--- src/hw/rtl/mel_pkg.sv ---
// Shared types, character codes and classification helpers for the expression lexer.
`timescale 1ns / 1ps

package mel_pkg;

   localparam int QUEUE_DEPTH = 4;

   localparam logic [7:0] CH_UNDERSCORE = 8'h5F;
   localparam logic [7:0] CH_DOT        = 8'h2E;
   localparam logic [7:0] CH_LPAREN     = 8'h28;
   localparam logic [7:0] CH_RPAREN     = 8'h29;
   localparam logic [7:0] CH_LCURLY     = 8'h7B;
   localparam logic [7:0] CH_RCURLY     = 8'h7D;
   localparam logic [7:0] CH_COMMA      = 8'h2C;
   localparam logic [7:0] CH_PLUS       = 8'h2B;
   localparam logic [7:0] CH_MINUS      = 8'h2D;
   localparam logic [7:0] CH_STAR       = 8'h2A;
   localparam logic [7:0] CH_SLASH      = 8'h2F;
   localparam logic [7:0] CH_CARET      = 8'h5E;
   localparam logic [7:0] CH_EQUAL      = 8'h3D;
   localparam logic [7:0] CH_SPACE      = 8'h20;
   localparam logic [7:0] CH_TAB        = 8'h09;
   localparam logic [7:0] CH_CR         = 8'h0D;

   typedef enum logic [3:0] {
      KIND_NUMBER   = 4'd0,
      KIND_SYMBOL   = 4'd1,
      KIND_FUNCTION = 4'd2,
      KIND_OPERATOR = 4'd3,
      KIND_LPAREN   = 4'd4,
      KIND_RPAREN   = 4'd5,
      KIND_LCURLY   = 4'd6,
      KIND_RCURLY   = 4'd7,
      KIND_COMMA    = 4'd8,
      KIND_UNKNOWN  = 4'd9
   } kind_type;

   typedef enum logic [2:0] {
      MODE_IDLE   = 3'b001,
      MODE_NUMBER = 3'b010,
      MODE_IDENT  = 3'b100
   } mode_type;

   typedef struct packed {
      kind_type    kind;
      logic [15:0] start;
      logic [15:0] length;
      logic [7:0]  single_char;
      logic        last_of_run;
   } token_type;

   typedef struct packed {
      logic first;
      logic second;
   } push_type;

   function automatic logic is_digit(input logic [7:0] b);
      return (b >= 8'h30) && (b <= 8'h39);
   endfunction

   function automatic logic is_alpha(input logic [7:0] b);
      return ((b >= 8'h61) && (b <= 8'h7A)) || ((b >= 8'h41) && (b <= 8'h5A));
   endfunction

   function automatic logic is_space(input logic [7:0] b);
      return (b == CH_SPACE) || ((b >= CH_TAB) && (b <= CH_CR));
   endfunction

   function automatic logic ident_start(input logic [7:0] b);
      return is_alpha(b) || (b == CH_UNDERSCORE);
   endfunction

   function automatic logic ident_char(input logic [7:0] b);
      return is_alpha(b) || is_digit(b) || (b == CH_UNDERSCORE);
   endfunction

   function automatic kind_type one_byte_kind(input logic [7:0] b);
      kind_type k;
      unique case (b) inside
         CH_PLUS, CH_MINUS, CH_STAR, CH_SLASH, CH_CARET, CH_EQUAL: k = KIND_OPERATOR;
         CH_LPAREN: k = KIND_LPAREN;
         CH_RPAREN: k = KIND_RPAREN;
         CH_LCURLY: k = KIND_LCURLY;
         CH_RCURLY: k = KIND_RCURLY;
         CH_COMMA:  k = KIND_COMMA;
         default:   k = KIND_UNKNOWN;
      endcase
      return k;
   endfunction

endpackage

--- src/hw/rtl/mel_front.sv ---
// Front end: classifies each byte, tracks the open token and builds up to two tokens.
`timescale 1ns / 1ps

module mel_front #(
   parameter int POSITION_WIDTH = 16
) (
   input  logic              clock,
   input  logic              reset,
   input  logic              take,
   input  logic [7:0]        text_byte,
   input  logic              end_of_text,
   output mel_pkg::push_type push,
   output mel_pkg::token_type tok0,
   output mel_pkg::token_type tok1
);
   import mel_pkg::*;

   localparam logic [POSITION_WIDTH-1:0] POS_MAX = '1;

   mode_type                  mode_ff, mode_in, mode_mid;
   logic                      dot_ff, dot_in, dot_mid;
   logic [POSITION_WIDTH-1:0] open_ff, open_in, open_mid;
   logic [POSITION_WIDTH-1:0] pos_ff, pos_in, pos_inc;

   logic     cont, close, fresh, opens_num, opens_id, single, flush;
   kind_type close_kind;
   token_type tok_a, tok_b;

   // Saturating length: end minus start, at least one, clamped to 16 bits.
   function automatic logic [15:0] tok_len(input logic [POSITION_WIDTH-1:0] s,
                                           input logic [POSITION_WIDTH-1:0] e);
      logic [31:0] wide;
      wide = 32'(e - s);
      if (e <= s) return 16'd1;
      return (wide > 32'h0000_FFFF) ? 16'hFFFF : wide[15:0];
   endfunction

   function automatic logic [15:0] tok_pos(input logic [POSITION_WIDTH-1:0] s);
      logic [31:0] wide;
      wide = 32'(s);
      return wide[15:0];
   endfunction

   always_comb begin
      pos_inc = (pos_ff == POS_MAX) ? pos_ff : pos_ff + POSITION_WIDTH'(1);

      unique case (mode_ff)
         MODE_NUMBER: cont = is_digit(text_byte) || (text_byte == CH_UNDERSCORE) ||
                             ((text_byte == CH_DOT) && !dot_ff);
         MODE_IDENT:  cont = ident_char(text_byte);
         MODE_IDLE:   cont = 1'b0;
         default:     cont = 1'b0;
      endcase

      close = (mode_ff != MODE_IDLE) && !cont;
      fresh = !cont;
      if (mode_ff == MODE_NUMBER)      close_kind = KIND_NUMBER;
      else if (text_byte == CH_LPAREN) close_kind = KIND_FUNCTION;
      else                             close_kind = KIND_SYMBOL;

      opens_num = fresh && is_digit(text_byte);
      opens_id  = fresh && ident_start(text_byte);
      single    = fresh && !is_space(text_byte) && !is_digit(text_byte) &&
                  !ident_start(text_byte);

      mode_mid = cont ? mode_ff : MODE_IDLE;
      dot_mid  = dot_ff;
      open_mid = open_ff;
      if (cont && (text_byte == CH_DOT)) dot_mid = 1'b1;
      if (opens_num) begin
         mode_mid = MODE_NUMBER;
         dot_mid  = 1'b0;
         open_mid = pos_ff;
      end else if (opens_id) begin
         mode_mid = MODE_IDENT;
         open_mid = pos_ff;
      end

      flush = end_of_text && (mode_mid != MODE_IDLE);

      // Closing token for the run that this byte ended.
      tok_a.kind        = close_kind;
      tok_a.start       = tok_pos(open_ff);
      tok_a.length      = tok_len(open_ff, pos_ff);
      tok_a.single_char = 8'd0;
      tok_a.last_of_run = 1'b0;

      // One-byte token, or the run flushed at end of text.
      if (single) begin
         tok_b.kind        = one_byte_kind(text_byte);
         tok_b.start       = tok_pos(pos_ff);
         tok_b.length      = 16'd1;
         tok_b.single_char = text_byte;
      end else begin
         tok_b.kind        = (mode_mid == MODE_NUMBER) ? KIND_NUMBER : KIND_SYMBOL;
         tok_b.start       = tok_pos(open_mid);
         tok_b.length      = tok_len(open_mid, pos_inc);
         tok_b.single_char = 8'd0;
      end
      tok_b.last_of_run = 1'b1;

      push.first  = take && (close || single || flush);
      push.second = take && close && (single || flush);
      if (close) begin
         tok0             = tok_a;
         tok0.last_of_run = !(single || flush);
         tok1             = tok_b;
      end else begin
         tok0 = tok_b;
         tok1 = tok_b;
      end

      mode_in = mode_ff;
      dot_in  = dot_ff;
      open_in = open_ff;
      pos_in  = pos_ff;
      if (take) begin
         if (end_of_text) begin
            mode_in = MODE_IDLE;
            dot_in  = 1'b0;
            open_in = '0;
            pos_in  = '0;
         end else begin
            mode_in = mode_mid;
            dot_in  = dot_mid;
            open_in = open_mid;
            pos_in  = pos_inc;
         end
      end
   end

   always_ff @(posedge clock) begin
      if (reset) begin
         mode_ff <= MODE_IDLE;
         dot_ff  <= 1'b0;
         open_ff <= '0;
         pos_ff  <= '0;
      end else begin
         mode_ff <= mode_in;
         dot_ff  <= dot_in;
         open_ff <= open_in;
         pos_ff  <= pos_in;
      end
   end

endmodule

--- src/hw/rtl/mel_queue.sv ---
// Token queue between front and back: up to two writes and one read per cycle.
`timescale 1ns / 1ps

module mel_queue (
   input  logic               clock,
   input  logic               reset,
   input  mel_pkg::push_type  push,
   input  mel_pkg::token_type tok0,
   input  mel_pkg::token_type tok1,
   input  logic               pop,
   output logic               full,
   output logic               not_empty,
   output mel_pkg::token_type head
);
   import mel_pkg::*;

   localparam int PW = $clog2(QUEUE_DEPTH);
   localparam int CW = $clog2(QUEUE_DEPTH + 1);

   token_type         entry_ff [QUEUE_DEPTH];
   logic [PW-1:0]     wr_ff, wr_in, rd_ff, rd_in;
   logic [CW-1:0]     count_ff, count_in;
   logic [CW-1:0]     n_push;

   always_comb begin
      n_push    = CW'(push.first) + CW'(push.second);
      wr_in     = wr_ff + PW'(n_push);
      rd_in     = rd_ff + PW'(pop);
      count_in  = count_ff + n_push - CW'(pop);
      not_empty = (count_ff != '0);
      // Hold off the front until two slots are free.
      full      = (count_ff > CW'(QUEUE_DEPTH - 2));
      head      = entry_ff[rd_ff];
   end

   always_ff @(posedge clock) begin
      if (push.first)  entry_ff[wr_ff] <= tok0;
      if (push.second) entry_ff[wr_ff + PW'(1)] <= tok1;
   end

   always_ff @(posedge clock) begin
      if (reset) begin
         wr_ff    <= '0;
         rd_ff    <= '0;
         count_ff <= '0;
      end else begin
         wr_ff    <= wr_in;
         rd_ff    <= rd_in;
         count_ff <= count_in;
      end
   end

endmodule

--- src/hw/rtl/mel_back.sv ---
// Back end: drains the token queue into the registered result channel.
`timescale 1ns / 1ps

module mel_back (
   input  logic               clock,
   input  logic               reset,
   input  logic               not_empty,
   input  mel_pkg::token_type head,
   output logic               pop,
   output logic               rsp_valid,
   input  logic               rsp_stall,
   output mel_pkg::token_type rsp_tok
);
   import mel_pkg::*;

   logic      valid_ff, valid_in;
   token_type tok_ff, tok_in;

   always_comb begin
      pop      = not_empty && (!valid_ff || !rsp_stall);
      valid_in = pop || (valid_ff && rsp_stall);
      tok_in   = pop ? head : tok_ff;
   end

   always_ff @(posedge clock) begin
      if (reset) valid_ff <= 1'b0;
      else       valid_ff <= valid_in;
   end

   always_ff @(posedge clock) begin
      tok_ff <= tok_in;
   end

   assign rsp_valid = valid_ff;
   assign rsp_tok   = tok_ff;

endmodule

--- src/hw/rtl/math_expression_lexer.sv ---
// Top level of the math expression lexer: one text byte in, tokens out.
// Each byte's tokens pass through the token queue and then the result register to rsp_.
// Throughput: one byte per cycle while each byte yields at most one token and rsp_stall
//   stays low; the result register drains one token per cycle, so two-token bytes fill the queue.
// Reset: synchronous, active high; clears scan state, positions, queue and rsp_valid.
`timescale 1ns / 1ps

module math_expression_lexer #(
   parameter int POSITION_WIDTH = 16
) (
   input  logic        clock,
   input  logic        reset,
   input  logic        req_valid,
   output logic        req_stall,
   input  logic [7:0]  req_text_byte,
   input  logic        req_end_of_text,
   output logic        rsp_valid,
   input  logic        rsp_stall,
   output logic [3:0]  rsp_token_kind,
   output logic [15:0] rsp_token_start,
   output logic [15:0] rsp_token_length,
   output logic [7:0]  rsp_single_char,
   output logic        rsp_last_of_run
);
   import mel_pkg::*;

   logic      take, q_full, q_not_empty, pop;
   push_type  push;
   token_type tok0, tok1, head, rsp_tok;

   // Transfer a byte whenever the queue has room for the two tokens it may produce.
   assign req_stall = q_full;
   assign take      = req_valid && !req_stall;

   // Front: classify the byte, advance the open-token state, build tokens.
   mel_front #(
      .POSITION_WIDTH (POSITION_WIDTH)
   ) u_front (
      .clock       (clock),
      .reset       (reset),
      .take        (take),
      .text_byte   (req_text_byte),
      .end_of_text (req_end_of_text),
      .push        (push),
      .tok0        (tok0),
      .tok1        (tok1)
   );

   // Queue decouples the front from result-side stalls.
   mel_queue u_queue (
      .clock     (clock),
      .reset     (reset),
      .push      (push),
      .tok0      (tok0),
      .tok1      (tok1),
      .pop       (pop),
      .full      (q_full),
      .not_empty (q_not_empty),
      .head      (head)
   );

   // Back: hold each token in the result register until it transfers.
   mel_back u_back (
      .clock     (clock),
      .reset     (reset),
      .not_empty (q_not_empty),
      .head      (head),
      .pop       (pop),
      .rsp_valid (rsp_valid),
      .rsp_stall (rsp_stall),
      .rsp_tok   (rsp_tok)
   );

   assign rsp_token_kind   = rsp_tok.kind;
   assign rsp_token_start  = rsp_tok.start;
   assign rsp_token_length = rsp_tok.length;
   assign rsp_single_char  = rsp_tok.single_char;
   assign rsp_last_of_run  = rsp_tok.last_of_run;

endmodule

--- config.mk ---
export PLATFORM = sky130hd
export DESIGN_NAME = math_expression_lexer
export DESIGN_NICKNAME = d
export VERILOG_FILES = /design/src/hw/rtl/mel_pkg.sv /design/src/hw/rtl/mel_front.sv /design/src/hw/rtl/mel_queue.sv /design/src/hw/rtl/mel_back.sv /design/src/hw/rtl/math_expression_lexer.sv
export SDC_FILE = /design/constraint.sdc
export NUM_CORES = 1
export LEC_CHECK = 0
export BUFFER_PORTS_ARGS = -buffer_cell sky130_fd_sc_hd__buf_2
export CAP_MARGIN = 10
export CORE_UTILIZATION = 39
export DETAILED_ROUTE_END_ITERATION = 10
export SLEW_MARGIN = 25
export SYNTH_ARGS = -nofsm -noshare
export SYNTH_HDL_FRONTEND = slang
export SYNTH_SLANG_ARGS = --single-unit
--- constraint.sdc ---
create_clock -name clock -period 5.81 [get_ports clock]
set_clock_uncertainty 0.2 [all_clocks]
set_input_delay 0 -clock clock [delete_from_list [all_inputs] [get_ports clock]]
set_output_delay 0 -clock clock [all_outputs]
set_load 0.005 [all_outputs]
==> impl_metrics.toml <==
[run]
drv_cap = 0

[synth]
avgSynthCellArea_sq_um = 11.7
syn-num-nets = 1274
synthCells = 1219
syn_area_sq_mm = 0.0143
synth.distinct_cells = 84
yosys_warnings = 0
ys_seq_area_frac = 0.531
async_reset_ff_frac = 0
synth_top_flop_cell = "edfxtp_1"
synth_edf_count = 221
ys_ff_latch = 269

[layout]
most-common-layout-cells = "edfxtp_1, nor2_1, o22ai_1"
n_fill_cell = 3271
drive_gt1_frac = 0.161
final_common_cell = "edfxtp_1"
postLayoutCellArea_sq_mm = 0.0162
finalNetCount = 1315
syn2layout_area_growth_pct = 13.1
utilization = 0.451
antennaDiodeCount = 0

[placement]
dpl.hpwl_microns = 25600
gp_congestion = 0.896
dpl_cell_area_sq_mm = 0.0150
pre_cts_ws_ns = 0.629
numPortBuffers = 59

[critical_path]
crit_arrival_ns = 5.50
critical_path_required_ns = 5.98
cp-end-kind = "flip-flop"
r2r_slack_ns = 0.48
cp-start-kind = "flip-flop"
crit_type = "reg2reg"
crit_fanout = 19

[global_routing]
grt_pass1_vias = 10614
grt_pass1_wl_microns = 61100
grt.total_usage = 0.209
antenna_found_initial = 1
grt_max_degree = 48
grt_overflow = 0

[run_status]
outcome = "finished with violations"
violations = "DRC"

[sta]
period_minus_slack_ns = 5.33
hold_viol = 0
finalSetupTns_ns = 0
setup_viol = 0
period_share = 0.917
rsz0062_at_grt = "no"
fmax_ghz = 0.188
final_max_slew_viol_count = 0
slew_headroom = 0.299
setup_ws_ns = 0.484
worstMarginPinSlew_ns = 1.03

[drt]
drt-pass1-iter-count = 8
wire_per_inst_microns = 22.6
viasPerCell = 6.03
post-route-drc-count = 5
antenna_left = 0
via_count = 10509
drt_iter0_drc = 815
routed_wl_microns = 39300

[die]
num_io_pins = 60
fp-row-count = 69
die_y_microns = 193
core_area_sq_mm = 0.0358
die_area_sq_mm = 0.0374
start_util = 0.399
die_x_microns = 193

[hold_path]
hold_path_class = "reg2reg"

[pwr]
power_w = 0.00620
pwr-share-clk = 0.305
p_sw_frac = 0.299
internal_power_w = 0.00434
vdd_ir_drop_max_uv = 253
p_comb_frac = 0.253
leakage_nw = 5.79
switchingPower_w = 0.00185
powerDensity_mw_per_mm2 = 383
p_seq_frac = 0.442

[clock_tree]
numClockSinks = 269
cts_tree = "yes"
cts_buffer_depth = 3
path_clk_slew_ns = 0.06
root_buffer = "clkbuf_16"
cts_buffers = 29
insertion_delay_ns = 0.57
htreeDepth = 1
cts_setup_buffers = 0
postCtsResizedCells = 0
ctsHoldBuffers = 20
through the flow:
| step | hold WS, ns | cells |
|---|---|---|
| global route | 0.307 | 1743 |
| global placement | 0.0761 | 1670 |
| CTS | 0.286 | 1743 |
| detailed placement | 0.0901 | 1670 |
| floorplan | -0.0640 | 1219 |
| finish | 0.276 | 1743 |
worst max-delay path: stages, from the launching register on:
cell	delay [ns]
dfxtp_1	0.61
ha_1	0.28
and3_1	0.21
and2_1	0.16
and4_1	0.31
nor2_1	0.13
and3_1	0.23
xor2_1	0.16
ha_1	0.44
a21oi_1	0.09
o21ai_0	0.22
or2_2	0.14
o21ai_0	0.15
a31oi_2	0.81
o21ai_0	0.44
o22a_1	0.36
o22ai_1	0.17
power groups by stage:
stage | Clock [W] | Sequential, W | Combinational (W)
final | 0.00189 | 0.00274 | 0.00157
after global routing | 0.00200 | 0.00278 | 0.00169
after CTS | 0.00192 | 0.00274 | 0.00159
after detailed placement | 0 | 0.00278 | 0.00157
after global placement | 0 | 0.00277 | 0.00156
after floorplan | 0 | 0.00278 | 0.000962
worst paths after layout:
kind / start / to / cells past startpoint
worst min register to register: u_queue.entry_ff[0][0]$_SDFFE_PP1P_ / u_queue.entry_ff[0][0]$_SDFFE_PP1P_ / 1
worst max-delay path: u_front.pos_ff[1]$_SDFFE_PP0P_ / u_queue.entry_ff[1][18]$_DFFE_PP_ / 16
worst max register to register: u_front.pos_ff[1]$_SDFFE_PP0P_ / u_queue.entry_ff[1][18]$_DFFE_PP_ / 16
worst min-delay path: u_queue.entry_ff[0][0]$_SDFFE_PP1P_ / u_queue.entry_ff[0][0]$_SDFFE_PP1P_ / 1
sequential cells by signal, indices dropped and copies added, names as in the netlist:
name,cells
u_queue.entry_ff,180
u_back.rsp_tok,45
u_front.open_ff,16
u_front.pos_ff,16
u_front.mode_ff,3
u_queue.count_ff,3
u_queue.rd_ff,2
u_queue.wr_ff,2
u_back.rsp_valid,1
u_front.dot_ff,1
per-layer routing:
metal,global-route usage,vias to the layer above,part of all wire
met5,0,-,0.00033
met4,0.0687,2,0.023
met3,0.0241,69,0.057
met2,0.367,369,0.50
met1,0.267,5263,0.42
li1,-,4806,-
Yosys cell counts (5+ instances only):
| cell type | count | share of area |
|---|---|---|
| a21o_1 | 8 | 0.0042 |
| a21oi_1 | 58 | 0.020 |
| a22o_1 | 49 | 0.030 |
| a22oi_1 | 14 | 0.0073 |
| a2bb2oi_1 | 6 | 0.0037 |
| a31oi_1 | 6 | 0.0026 |
| a32o_1 | 17 | 0.012 |
| and2_1 | 5 | 0.0022 |
| and3_1 | 11 | 0.0048 |
| buf_1 | 5 | 0.0013 |
| buf_2 | 23 | 0.0080 |
| clkbuf_1 | 59 | 0.015 |
| dfxtp_1 | 48 | 0.067 |
| edfxtp_1 | 221 | 0.46 |
| ha_1 | 39 | 0.034 |
| inv_1 | 39 | 0.010 |
| mux2i_1 | 16 | 0.011 |
| mux4_2 | 45 | 0.071 |
| nand2_1 | 54 | 0.014 |
| nand2b_1 | 7 | 0.0031 |
| nand3_1 | 18 | 0.0063 |
| nand4_1 | 12 | 0.0052 |
| nor2_1 | 141 | 0.037 |
| nor2b_1 | 13 | 0.0057 |
| nor3_1 | 16 | 0.0056 |
| o211ai_1 | 7 | 0.0037 |
| o21a_1 | 15 | 0.0079 |
| o21ai_0 | 51 | 0.018 |
| o21bai_1 | 9 | 0.0047 |
| o22ai_1 | 65 | 0.028 |
| o31ai_1 | 5 | 0.0026 |
| or3_1 | 7 | 0.0031 |
| xnor2_1 | 31 | 0.019 |
| xor2_1 | 11 | 0.0067 |
kinds of logic after synthesis:
family / count (synthesis) / share of synthesized area
buf+inv: 132 / 0.0393
xor+xnor: 42 / 0.0257
fa+ha+maj: 42 / 0.0383
simple gates: 323 / 0.110
compound gates: 348 / 0.171
flops: 269 / 0.531
mux: 63 / 0.0836
final cells by class:
type                       instances  area [sq um]  area share
multi-input combinational        818          6180       0.382
clock buffer                      38           822      0.0508
tap                              461           577      0.0357
sequential                       269          7600       0.470
clock inverter                    15           149     0.00921
inverter                          39           146     0.00905
timing repair buffer             103           692      0.0428
Note: power is estimated with default switching activity, not from simulation.
